[src/rtl/core/keyed_event_count_table_core_defines.svh]
// ----------------------------------------------------------------------------
// keyed event count table core - assertion macros
// shared concurrent check forms, clocked on i_clk, quiet while in reset
// ----------------------------------------------------------------------------
`ifndef KEYED_EVENT_COUNT_TABLE_CORE_DEFINES_SVH
`define KEYED_EVENT_COUNT_TABLE_CORE_DEFINES_SVH

// same-cycle implication
`define KECT_ASSERT_NOW(lbl, ante, cons, msg) \
    lbl: assert property (@(posedge i_clk) disable iff (!i_rst_n) \
        (ante) |-> (cons)) else $error(msg);

// next-cycle implication
`define KECT_ASSERT_NEXT(lbl, ante, cons, msg) \
    lbl: assert property (@(posedge i_clk) disable iff (!i_rst_n) \
        (ante) |=> (cons)) else $error(msg);

`endif

[src/rtl/core/kect_pkg.sv]
// ----------------------------------------------------------------------------
// kect_pkg
// types and codes shared by the keyed event count table core
// ----------------------------------------------------------------------------
package kect_pkg;

    localparam int DEFAULT_ENTRIES = 10;

    localparam logic [1:0] MODE_RECORD = 2'd0;
    localparam logic [1:0] MODE_DUMP   = 2'd1;
    localparam logic [1:0] MODE_CLEAR  = 2'd2;

    localparam logic [2:0] ST_RECORDED = 3'd0;
    localparam logic [2:0] ST_DROPPED  = 3'd1;
    localparam logic [2:0] ST_DUMP     = 3'd2;
    localparam logic [2:0] ST_EMPTY    = 3'd3;
    localparam logic [2:0] ST_CLEARED  = 3'd4;

    localparam logic [15:0] COUNT_MAX = 16'hFFFF;

    typedef struct packed {
        logic [1:0] mode;
        logic [7:0] key;
    } t_cmd;

    typedef struct packed {
        logic [2:0]  status;
        logic [7:0]  entry_key;
        logic [15:0] entry_count;
        logic        last;
    } t_result;

    typedef struct packed {
        logic key_we;
        logic cnt_we;
        logic ord_we;
    } t_tbl_we;

endpackage

[src/rtl/core/kect_table.sv]
// ----------------------------------------------------------------------------
// kect_table
// entry key, count and list order storage with one read position per cycle
// ----------------------------------------------------------------------------
module kect_table #(
    parameter int ENTRIES = kect_pkg::DEFAULT_ENTRIES,
    parameter int IW      = (ENTRIES > 1) ? $clog2(ENTRIES) : 1
) (
    input  logic            i_clk,
    input  kect_pkg::t_tbl_we i_we,
    input  logic [IW-1:0]   i_wr_slot,
    input  logic [7:0]      i_wr_key,
    input  logic [15:0]     i_wr_cnt,
    input  logic [IW-1:0]   i_wr_pos,
    input  logic [IW-1:0]   i_wr_ord,
    input  logic [IW-1:0]   i_rd_pos,
    output logic [IW-1:0]   o_rd_slot,
    output logic [7:0]      o_rd_key,
    output logic [15:0]     o_rd_cnt
);

    logic [7:0]    r_keys [ENTRIES];
    logic [15:0]   r_cnts [ENTRIES];
    logic [IW-1:0] r_ord  [ENTRIES];

    always_ff @(posedge i_clk) begin
        if (i_we.key_we) begin
            r_keys[i_wr_slot] <= i_wr_key;
        end
        if (i_we.cnt_we) begin
            r_cnts[i_wr_slot] <= i_wr_cnt;
        end
        if (i_we.ord_we) begin
            r_ord[i_wr_pos] <= i_wr_ord;
        end
    end

    assign o_rd_slot = r_ord[i_rd_pos];
    assign o_rd_key  = r_keys[o_rd_slot];
    assign o_rd_cnt  = r_cnts[o_rd_slot];

endmodule

[src/rtl/core/keyed_event_count_table_core.sv]
// ----------------------------------------------------------------------------
// keyed_event_count_table_core
// counts occurrences of 8-bit keys in a small table kept in recency order
// ----------------------------------------------------------------------------
// A command word is taken when start is high and busy is low. Every result
// word is shown on o_result for exactly one cycle with o_strobe high and
// cannot be held off, so the receiver must take it in that cycle. Results
// appear from the cycle after acceptance on. Clear and a dump of an empty
// table are answered from idle and leave busy low. A record walks the list
// one position a cycle through the single table read port: a miss appends
// the key with count 1, or drops it when the table is full; a hit bumps the
// count, reports it and then moves the entry to the end of the list. A dump
// gives one entry word per cycle. Mode 3 is ignored.
// ----------------------------------------------------------------------------
`include "keyed_event_count_table_core_defines.svh"

module keyed_event_count_table_core #(
    parameter int ENTRIES = kect_pkg::DEFAULT_ENTRIES
) (
    input  logic              i_clk,
    input  logic              i_rst_n,
    input  logic              start,
    output logic              busy,
    input  kect_pkg::t_cmd    i_cmd,
    output logic              o_strobe,
    output kect_pkg::t_result o_result
);

    localparam int IW = (ENTRIES > 1) ? $clog2(ENTRIES) : 1;
    localparam int CW = $clog2(ENTRIES + 1);

    typedef enum logic [1:0] {
        S_IDLE,
        S_SCAN,
        S_SHIFT,
        S_DUMP
    } t_state;

    t_state            r_state, n_state;
    logic [CW-1:0]     r_used, n_used;
    logic [CW-1:0]     r_pos, n_pos;
    logic [IW-1:0]     r_slot, n_slot;
    logic [7:0]        r_key, n_key;
    logic              r_strobe, n_strobe;
    kect_pkg::t_result r_res, n_res;

    kect_pkg::t_tbl_we w_we;
    logic [IW-1:0]     w_wr_slot;
    logic [7:0]        w_wr_key;
    logic [15:0]       w_wr_cnt;
    logic [IW-1:0]     w_wr_pos;
    logic [IW-1:0]     w_wr_ord;
    logic [IW-1:0]     w_rd_pos;
    logic [IW-1:0]     w_rd_slot;
    logic [7:0]        w_rd_key;
    logic [15:0]       w_rd_cnt;
    logic [CW-1:0]     w_pos_inc;
    logic [15:0]       w_cnt_inc;

    kect_table #(
        .ENTRIES (ENTRIES),
        .IW      (IW)
    ) u_table (
        .i_clk     (i_clk),
        .i_we      (w_we),
        .i_wr_slot (w_wr_slot),
        .i_wr_key  (w_wr_key),
        .i_wr_cnt  (w_wr_cnt),
        .i_wr_pos  (w_wr_pos),
        .i_wr_ord  (w_wr_ord),
        .i_rd_pos  (w_rd_pos),
        .o_rd_slot (w_rd_slot),
        .o_rd_key  (w_rd_key),
        .o_rd_cnt  (w_rd_cnt)
    );

    assign w_pos_inc = r_pos + CW'(1);
    assign w_cnt_inc = (w_rd_cnt == kect_pkg::COUNT_MAX) ? w_rd_cnt : w_rd_cnt + 16'd1;

    always_comb begin
        n_state   = r_state;
        n_used    = r_used;
        n_pos     = r_pos;
        n_slot    = r_slot;
        n_key     = r_key;
        n_strobe  = 1'b0;
        n_res     = r_res;
        w_we      = '0;
        w_wr_slot = w_rd_slot;
        w_wr_key  = r_key;
        w_wr_cnt  = w_cnt_inc;
        w_wr_pos  = r_pos[IW-1:0];
        w_wr_ord  = w_rd_slot;
        w_rd_pos  = r_pos[IW-1:0];

        unique case (r_state)
            S_IDLE: begin
                if (start) begin
                    n_key = i_cmd.key;
                    n_pos = '0;
                    unique case (i_cmd.mode)
                        kect_pkg::MODE_RECORD: begin
                            n_state = S_SCAN;
                        end
                        kect_pkg::MODE_DUMP: begin
                            if (r_used == '0) begin
                                n_strobe = 1'b1;
                                n_res    = '{kect_pkg::ST_EMPTY, 8'd0, 16'd0, 1'b1};
                            end else begin
                                n_state = S_DUMP;
                            end
                        end
                        kect_pkg::MODE_CLEAR: begin
                            n_used   = '0;
                            n_strobe = 1'b1;
                            n_res    = '{kect_pkg::ST_CLEARED, 8'd0, 16'd0, 1'b1};
                        end
                        default: begin
                        end
                    endcase
                end
            end
            S_SCAN: begin
                if (r_pos == r_used) begin
                    n_state  = S_IDLE;
                    n_strobe = 1'b1;
                    if (r_used == CW'(ENTRIES)) begin
                        n_res = '{kect_pkg::ST_DROPPED, 8'd0, 16'd0, 1'b1};
                    end else begin
                        w_we      = '{key_we: 1'b1, cnt_we: 1'b1, ord_we: 1'b1};
                        w_wr_slot = r_used[IW-1:0];
                        w_wr_cnt  = 16'd1;
                        w_wr_pos  = r_used[IW-1:0];
                        w_wr_ord  = r_used[IW-1:0];
                        n_used    = r_used + CW'(1);
                        n_res     = '{kect_pkg::ST_RECORDED, r_key, 16'd1, 1'b1};
                    end
                end else if (w_rd_key == r_key) begin
                    w_we.cnt_we = 1'b1;
                    n_slot      = w_rd_slot;
                    n_strobe    = 1'b1;
                    n_res       = '{kect_pkg::ST_RECORDED, r_key, w_cnt_inc, 1'b1};
                    n_state     = S_SHIFT;
                end else begin
                    n_pos = w_pos_inc;
                end
            end
            S_SHIFT: begin
                w_we.ord_we = 1'b1;
                if (w_pos_inc < r_used) begin
                    // pull the next position down one place
                    w_rd_pos = w_pos_inc[IW-1:0];
                    n_pos    = w_pos_inc;
                end else begin
                    w_wr_ord = r_slot;
                    n_state  = S_IDLE;
                end
            end
            S_DUMP: begin
                n_strobe = 1'b1;
                n_res    = '{kect_pkg::ST_DUMP, w_rd_key, w_rd_cnt, w_pos_inc == r_used};
                n_pos    = w_pos_inc;
                if (w_pos_inc == r_used) begin
                    n_state = S_IDLE;
                end
            end
            default: begin
                n_state = S_IDLE;
            end
        endcase
    end

    always_ff @(posedge i_clk) begin
        if (!i_rst_n) begin
            r_state  <= S_IDLE;
            r_used   <= '0;
            r_strobe <= 1'b0;
        end else begin
            r_state  <= n_state;
            r_used   <= n_used;
            r_strobe <= n_strobe;
        end
        r_pos  <= n_pos;
        r_slot <= n_slot;
        r_key  <= n_key;
        r_res  <= n_res;
    end

    assign busy     = (r_state != S_IDLE);
    assign o_strobe = r_strobe;
    assign o_result = r_res;

    `KECT_ASSERT_NOW(a_used_bound, 1'b1, r_used <= CW'(ENTRIES), "entry count beyond table size")
    `KECT_ASSERT_NOW(a_dump_nonzero, o_strobe && o_result.status == kect_pkg::ST_DUMP,
        o_result.entry_count != 16'd0, "dumped entry with zero count")
    `KECT_ASSERT_NOW(a_single_last, o_strobe && o_result.status != kect_pkg::ST_DUMP,
        o_result.last, "single result word without last")
    `KECT_ASSERT_NEXT(a_clear, start && !busy && i_cmd.mode == kect_pkg::MODE_CLEAR,
        o_strobe && o_result.status == kect_pkg::ST_CLEARED && r_used == '0,
        "clear did not empty the table")

endmodule
[config.mk]
export PLATFORM = sky130hd
export DESIGN_NAME = keyed_event_count_table_core
export DESIGN_NICKNAME = d
export VERILOG_FILES = /design/src/rtl/core/kect_pkg.sv /design/src/rtl/core/kect_table.sv /design/src/rtl/core/keyed_event_count_table_core.sv
export VERILOG_INCLUDE_DIRS = /design/src /design/src/rtl/core
export SDC_FILE = /design/constraint.sdc
export NUM_CORES = 1
export LEC_CHECK = 0
export BUFFER_PORTS_ARGS = -buffer_cell sky130_fd_sc_hd__buf_2
export CELL_PAD_IN_SITES_DETAIL_PLACEMENT = 0
export CELL_PAD_IN_SITES_GLOBAL_PLACEMENT = 2
export CORE_MARGIN = 4
export CORE_UTILIZATION = 45
export CTS_CLUSTER_DIAMETER = 120
export DETAILED_ROUTE_END_ITERATION = 7
export PLACE_DENSITY_LB_ADDON = 0.15
export SLEW_MARGIN = 20
export SYNTH_ARGS = -nofsm -noshare
export SYNTH_HDL_FRONTEND = slang
export SYNTH_SLANG_ARGS = --single-unit
[constraint.sdc]
create_clock -name i_clk -period 8.01 [get_ports i_clk]
set_clock_uncertainty 0.15 [all_clocks]
set_input_delay 0.4005 -clock i_clk [delete_from_list [all_inputs] [get_ports i_clk]]
set_output_delay 0.4005 -clock i_clk [all_outputs]
set_load 0.01 [all_outputs]
==> metrics list <==
- The flow ran to the end, and the final reports show no timing, DRC or antenna violations.
- Met1 Usage GRT: 35.1%
- Summing the sequential cell areas from Yosys gives 60.6% of the chip area.
- The synthesized netlist contains 103 unique library cells.
* 1st-iter DRT viols: 926
* Die Area: 0.0393 mm2
- RD Place Congestion: 0.854
* Number of stages on the worst hold path: 2
- GRT busiest layer: met1
- Final Setup Violations: 0
* Pin count of the biggest net entering global routing: 40
- Number of levels the H-tree was split into: 2
- Kind of critical path: flop to flop
* Ports: 43
* Post-detailed-route wirelength per cell: 25.1 um
* Cell row count: 69
* First-pass GRT wire length: 68.3 mm
* Horiz. Die Dim: 198 um
- Measured against its own limit, the worst slew margin works out to 30.0%.
- I/O Buffers: 42
- Across the run, the number of max-cap violations was 0.
- Slew at the pin closest to its max-slew limit: 1.05 ns
* Area of the mapped netlist: 0.0163 mm2
- In this run the worst setup path begins at r_pos[0].
- DR vias: 11000
- Endpoints failing hold: 0
- Final sum of negative setup slack: 0 ns
- In the routed layout, each cell is associated on average with a via count of 6.09.
- In the final layout, the share of cells above drive strength 1 is 16.4%.
- Global-route usage over all layers: 23.0%
- Kind of end point of the critical path: flop
* Number of synthesized flops with an enable pin: 324
- Number of antenna violations at the first check in global routing: 0
- The startpoint identified for the worst register-to-register timing path is r_pos[0].
- Wires add up to 45.3 mm.
- HPWL after detailed placement: 30.3 mm
* TritonCTS clock tree: built
- Overflow left after global routing: 0
- Final nets: 1345
- The path class of the tightest hold or removal check is primary input to flop.
- Met2 global-route usage: 34.4%
- During synthesis, Yosys emitted a total of 0 warnings.
* Standard cell core area: 0.0357 mm2
- For met3 alone, demand over resource in global routing was 3.86%.
- Dividing the final minimum period by the clock period gives 91.8%.
* Unrepaired setup endpoints after global routing: false
- Commonest register cell after synthesis: sky130_fd_sc_hd__edfxtp_1
- The tree is rooted in a sky130_fd_sc_hd__clkbuf_16.
- Final antenna-violating net count: 0
- Once the floorplan was initialized, standard cells occupied 45.7% of the core.
* Hold-fix buffers at CTS: 8
- Number of buffers created by CTS: 38
- Crit-path max FO: 23
- Number of pins exceeding their max-slew limit in the final report: 0
* Achievable frequency: 0.136 GHz
- Nets in the synthesized netlist: 1279
- From synthesis to final layout, the design area changed by 13.3%.
- Share of synthesized flip-flops with an asynchronous set or reset: 0%
- Minimum clock period: 7.36 ns
* Vias in the first global route: 10600
- After clock tree synthesis, the repair step resized 0 gates.
- Startpoint Class: flop
* Clock-pin slew on the worst setup and hold paths: 0.05 ns
- In this run the most critical hold path is launched from i_rst_n.
- For this design, the sink count on the clock tree is 331.
* Die Y-Extent: 198 um
- Required time reported for the critical path endpoint: 8.09 ns
* Number of remaining DRC errors: 0
* Syn Area/Cell: 13.0 um2
* Number of fillers in the final layout: 3073
* Worst-skew pair later-pin latency: 0.55 ns
- Synthesis produced 1249 cells.
* FF-to-FF path depth: 18
- After clock tree synthesis, the setup repair step added 0 buffers.
* FF+latch count, synth: 331
- The number of antenna diodes in the final layout is 0.
- Detailed-router iteration count before antenna repair: 5
* Critical Path AT: 7.44 ns
- Max Buffers Root-to-Sink: 3
-- registers in the layout (all words and copies together) (netlist names) --
register	cells
u_table.r_cnts	160
u_table.r_keys	80
u_table.r_ord	40
o_result	28
r_key	8
r_pos	4
r_slot	4
r_used	4
r_state	2
o_strobe	1
-- cell usage after synthesis (9+ instances only) --
cell type,count,area share (%)
sky130_fd_sc_hd__a211oi_1,15,0.69
sky130_fd_sc_hd__a311oi_1,10,0.54
sky130_fd_sc_hd__edfxtp_1,324,60
sky130_fd_sc_hd__o22ai_1,29,1.1
sky130_fd_sc_hd__and2_1,14,0.54
sky130_fd_sc_hd__nand3_1,56,1.7
sky130_fd_sc_hd__o311ai_0,9,0.48
sky130_fd_sc_hd__inv_1,39,0.90
sky130_fd_sc_hd__nand2_1,110,2.5
sky130_fd_sc_hd__ha_1,17,1.3
sky130_fd_sc_hd__nor3_1,27,0.83
sky130_fd_sc_hd__clkbuf_1,38,0.88
sky130_fd_sc_hd__buf_2,17,0.52
sky130_fd_sc_hd__xnor2_1,17,0.91
sky130_fd_sc_hd__nor2_1,61,1.4
sky130_fd_sc_hd__a31oi_1,13,0.50
sky130_fd_sc_hd__o21ai_0,24,0.74
sky130_fd_sc_hd__o21ai_1,10,0.31
sky130_fd_sc_hd__mux2_2,9,0.62
sky130_fd_sc_hd__a2111oi_0,9,0.48
sky130_fd_sc_hd__a21oi_1,35,1.1
sky130_fd_sc_hd__o211ai_1,20,0.92
sky130_fd_sc_hd__mux2i_1,88,5.4
sky130_fd_sc_hd__mux4_2,10,1.4
-- stage by stage --
| step | hold WS [ns] | std cells | worst slack, ns | area, um2 | utilization, % |
|---|---|---|---|---|---|
| global placement | 0.427 | 1728 | 0.903 | 17100 | 48.1 |
| detailed placement | 0.429 | 1728 | 0.715 | 17100 | 48.1 |
| floorplan | 0.349 | 1249 | 0.622 | 16300 | - |
| CTS | 0.00156 | 1805 | 0.678 | 18500 | 51.8 |
| global route | 0.0270 | 1805 | 0.184 | 18500 | 51.8 |
| finish | 0.0229 | 1805 | 0.654 | 18500 | 51.8 |
-- path summary, 6_finish.rpt --
path / endpoint / slack, ns
worst max-delay path: u_table.r_cnts[7][11] / 0.65
worst min-delay path: r_used[1] / 0.02
worst max register to register: u_table.r_cnts[7][11] / 0.65
worst min register to register: r_state[0] / 0.47
-- cells in the final DEF (no fill, tap or decap), types with 8 or more instances in the layout --
cell | synthesis | routed
sky130_fd_sc_hd__a2111oi_0 | 9 | 9
sky130_fd_sc_hd__a211oi_1 | 15 | 15
sky130_fd_sc_hd__a21oi_1 | 35 | 35
sky130_fd_sc_hd__a22o_1 | 8 | 8
sky130_fd_sc_hd__a311oi_1 | 10 | 10
sky130_fd_sc_hd__a31oi_1 | 13 | 13
sky130_fd_sc_hd__a32o_1 | 8 | 8
sky130_fd_sc_hd__and2_1 | 14 | 14
sky130_fd_sc_hd__buf_2 | 17 | 42
sky130_fd_sc_hd__buf_4 | 4 | 51
sky130_fd_sc_hd__clkbuf_16 | 0 | 38
sky130_fd_sc_hd__clkinv_1 | 1 | 9
sky130_fd_sc_hd__dlygate4sd3_1 | 0 | 8
sky130_fd_sc_hd__edfxtp_1 | 324 | 324
sky130_fd_sc_hd__ha_1 | 17 | 17
sky130_fd_sc_hd__inv_1 | 39 | 39
sky130_fd_sc_hd__mux2_2 | 9 | 9
sky130_fd_sc_hd__mux2i_1 | 88 | 88
sky130_fd_sc_hd__mux4_2 | 10 | 10
sky130_fd_sc_hd__nand2_1 | 110 | 110
sky130_fd_sc_hd__nand2b_1 | 8 | 8
sky130_fd_sc_hd__nand3_1 | 56 | 56
sky130_fd_sc_hd__nand4_1 | 8 | 8
sky130_fd_sc_hd__nor2_1 | 61 | 60
sky130_fd_sc_hd__nor3_1 | 27 | 18
sky130_fd_sc_hd__nor3_2 | 2 | 11
sky130_fd_sc_hd__o2111ai_1 | 8 | 8
sky130_fd_sc_hd__o211ai_1 | 20 | 20
sky130_fd_sc_hd__o21ai_0 | 24 | 24
sky130_fd_sc_hd__o21ai_1 | 10 | 10
sky130_fd_sc_hd__o22ai_1 | 29 | 29
sky130_fd_sc_hd__o311a_1 | 8 | 8
sky130_fd_sc_hd__o311ai_0 | 9 | 9
sky130_fd_sc_hd__xnor2_1 | 17 | 17
sky130_fd_sc_hd__xor2_1 | 8 | 8
-- critical path, stage by stage, from the launching register on --
cell and delay, ns:
sky130_fd_sc_hd__edfxtp_1 0.43, sky130_fd_sc_hd__buf_4 0.26, sky130_fd_sc_hd__ha_1 0.28, sky130_fd_sc_hd__xor2_1 0.18, sky130_fd_sc_hd__ha_1 0.38, sky130_fd_sc_hd__o211a_1 0.59
sky130_fd_sc_hd__o21ai_0 0.26, sky130_fd_sc_hd__a211oi_1 0.89, sky130_fd_sc_hd__o31ai_4 0.15, sky130_fd_sc_hd__inv_2 0.31, sky130_fd_sc_hd__nand3_1 0.51, sky130_fd_sc_hd__o22ai_1 0.32
sky130_fd_sc_hd__o31ai_1 0.16, sky130_fd_sc_hd__buf_4 0.20, sky130_fd_sc_hd__nor4bb_1 0.30, sky130_fd_sc_hd__buf_4 0.21, sky130_fd_sc_hd__or4b_4 0.49, sky130_fd_sc_hd__or3_1 0.35
sky130_fd_sc_hd__a21oi_1 0.60
-- cell type report --
class                           count  area [um2]  area share [%]
Timing Repair Buffer              103         713            3.86
Tap cell                          461         577            3.13
Sequential cell                   331        9870            53.5
Multi-Input combinational cell    798        5890            31.9
Clock inverter                     24         260            1.41
Inverter                           43         164           0.888
Clock buffer                       45         977            5.30
-- metal layers --
layer,wire [um],vias up
li1,-,5081
met1,21400,5496
met2,19900,348
met3,3000,65
met4,995,0
met5,0,-
-- kinds of logic (layout without fill, tap and decap cells) --
kind of cell	count (synthesis)	after routing	synth area share, %
compound gates	311	311	15.2
xor+xnor	25	25	1.34
fa+ha+maj	17	17	1.31
buf+inv	120	215	3.67
flops	331	331	60.6
mux	113	113	7.90
simple gates	332	332	9.98
Power is left out: the tool's default activity adds up to more than one toggle a clock period on the data nets, which glitch-free logic cannot reach.
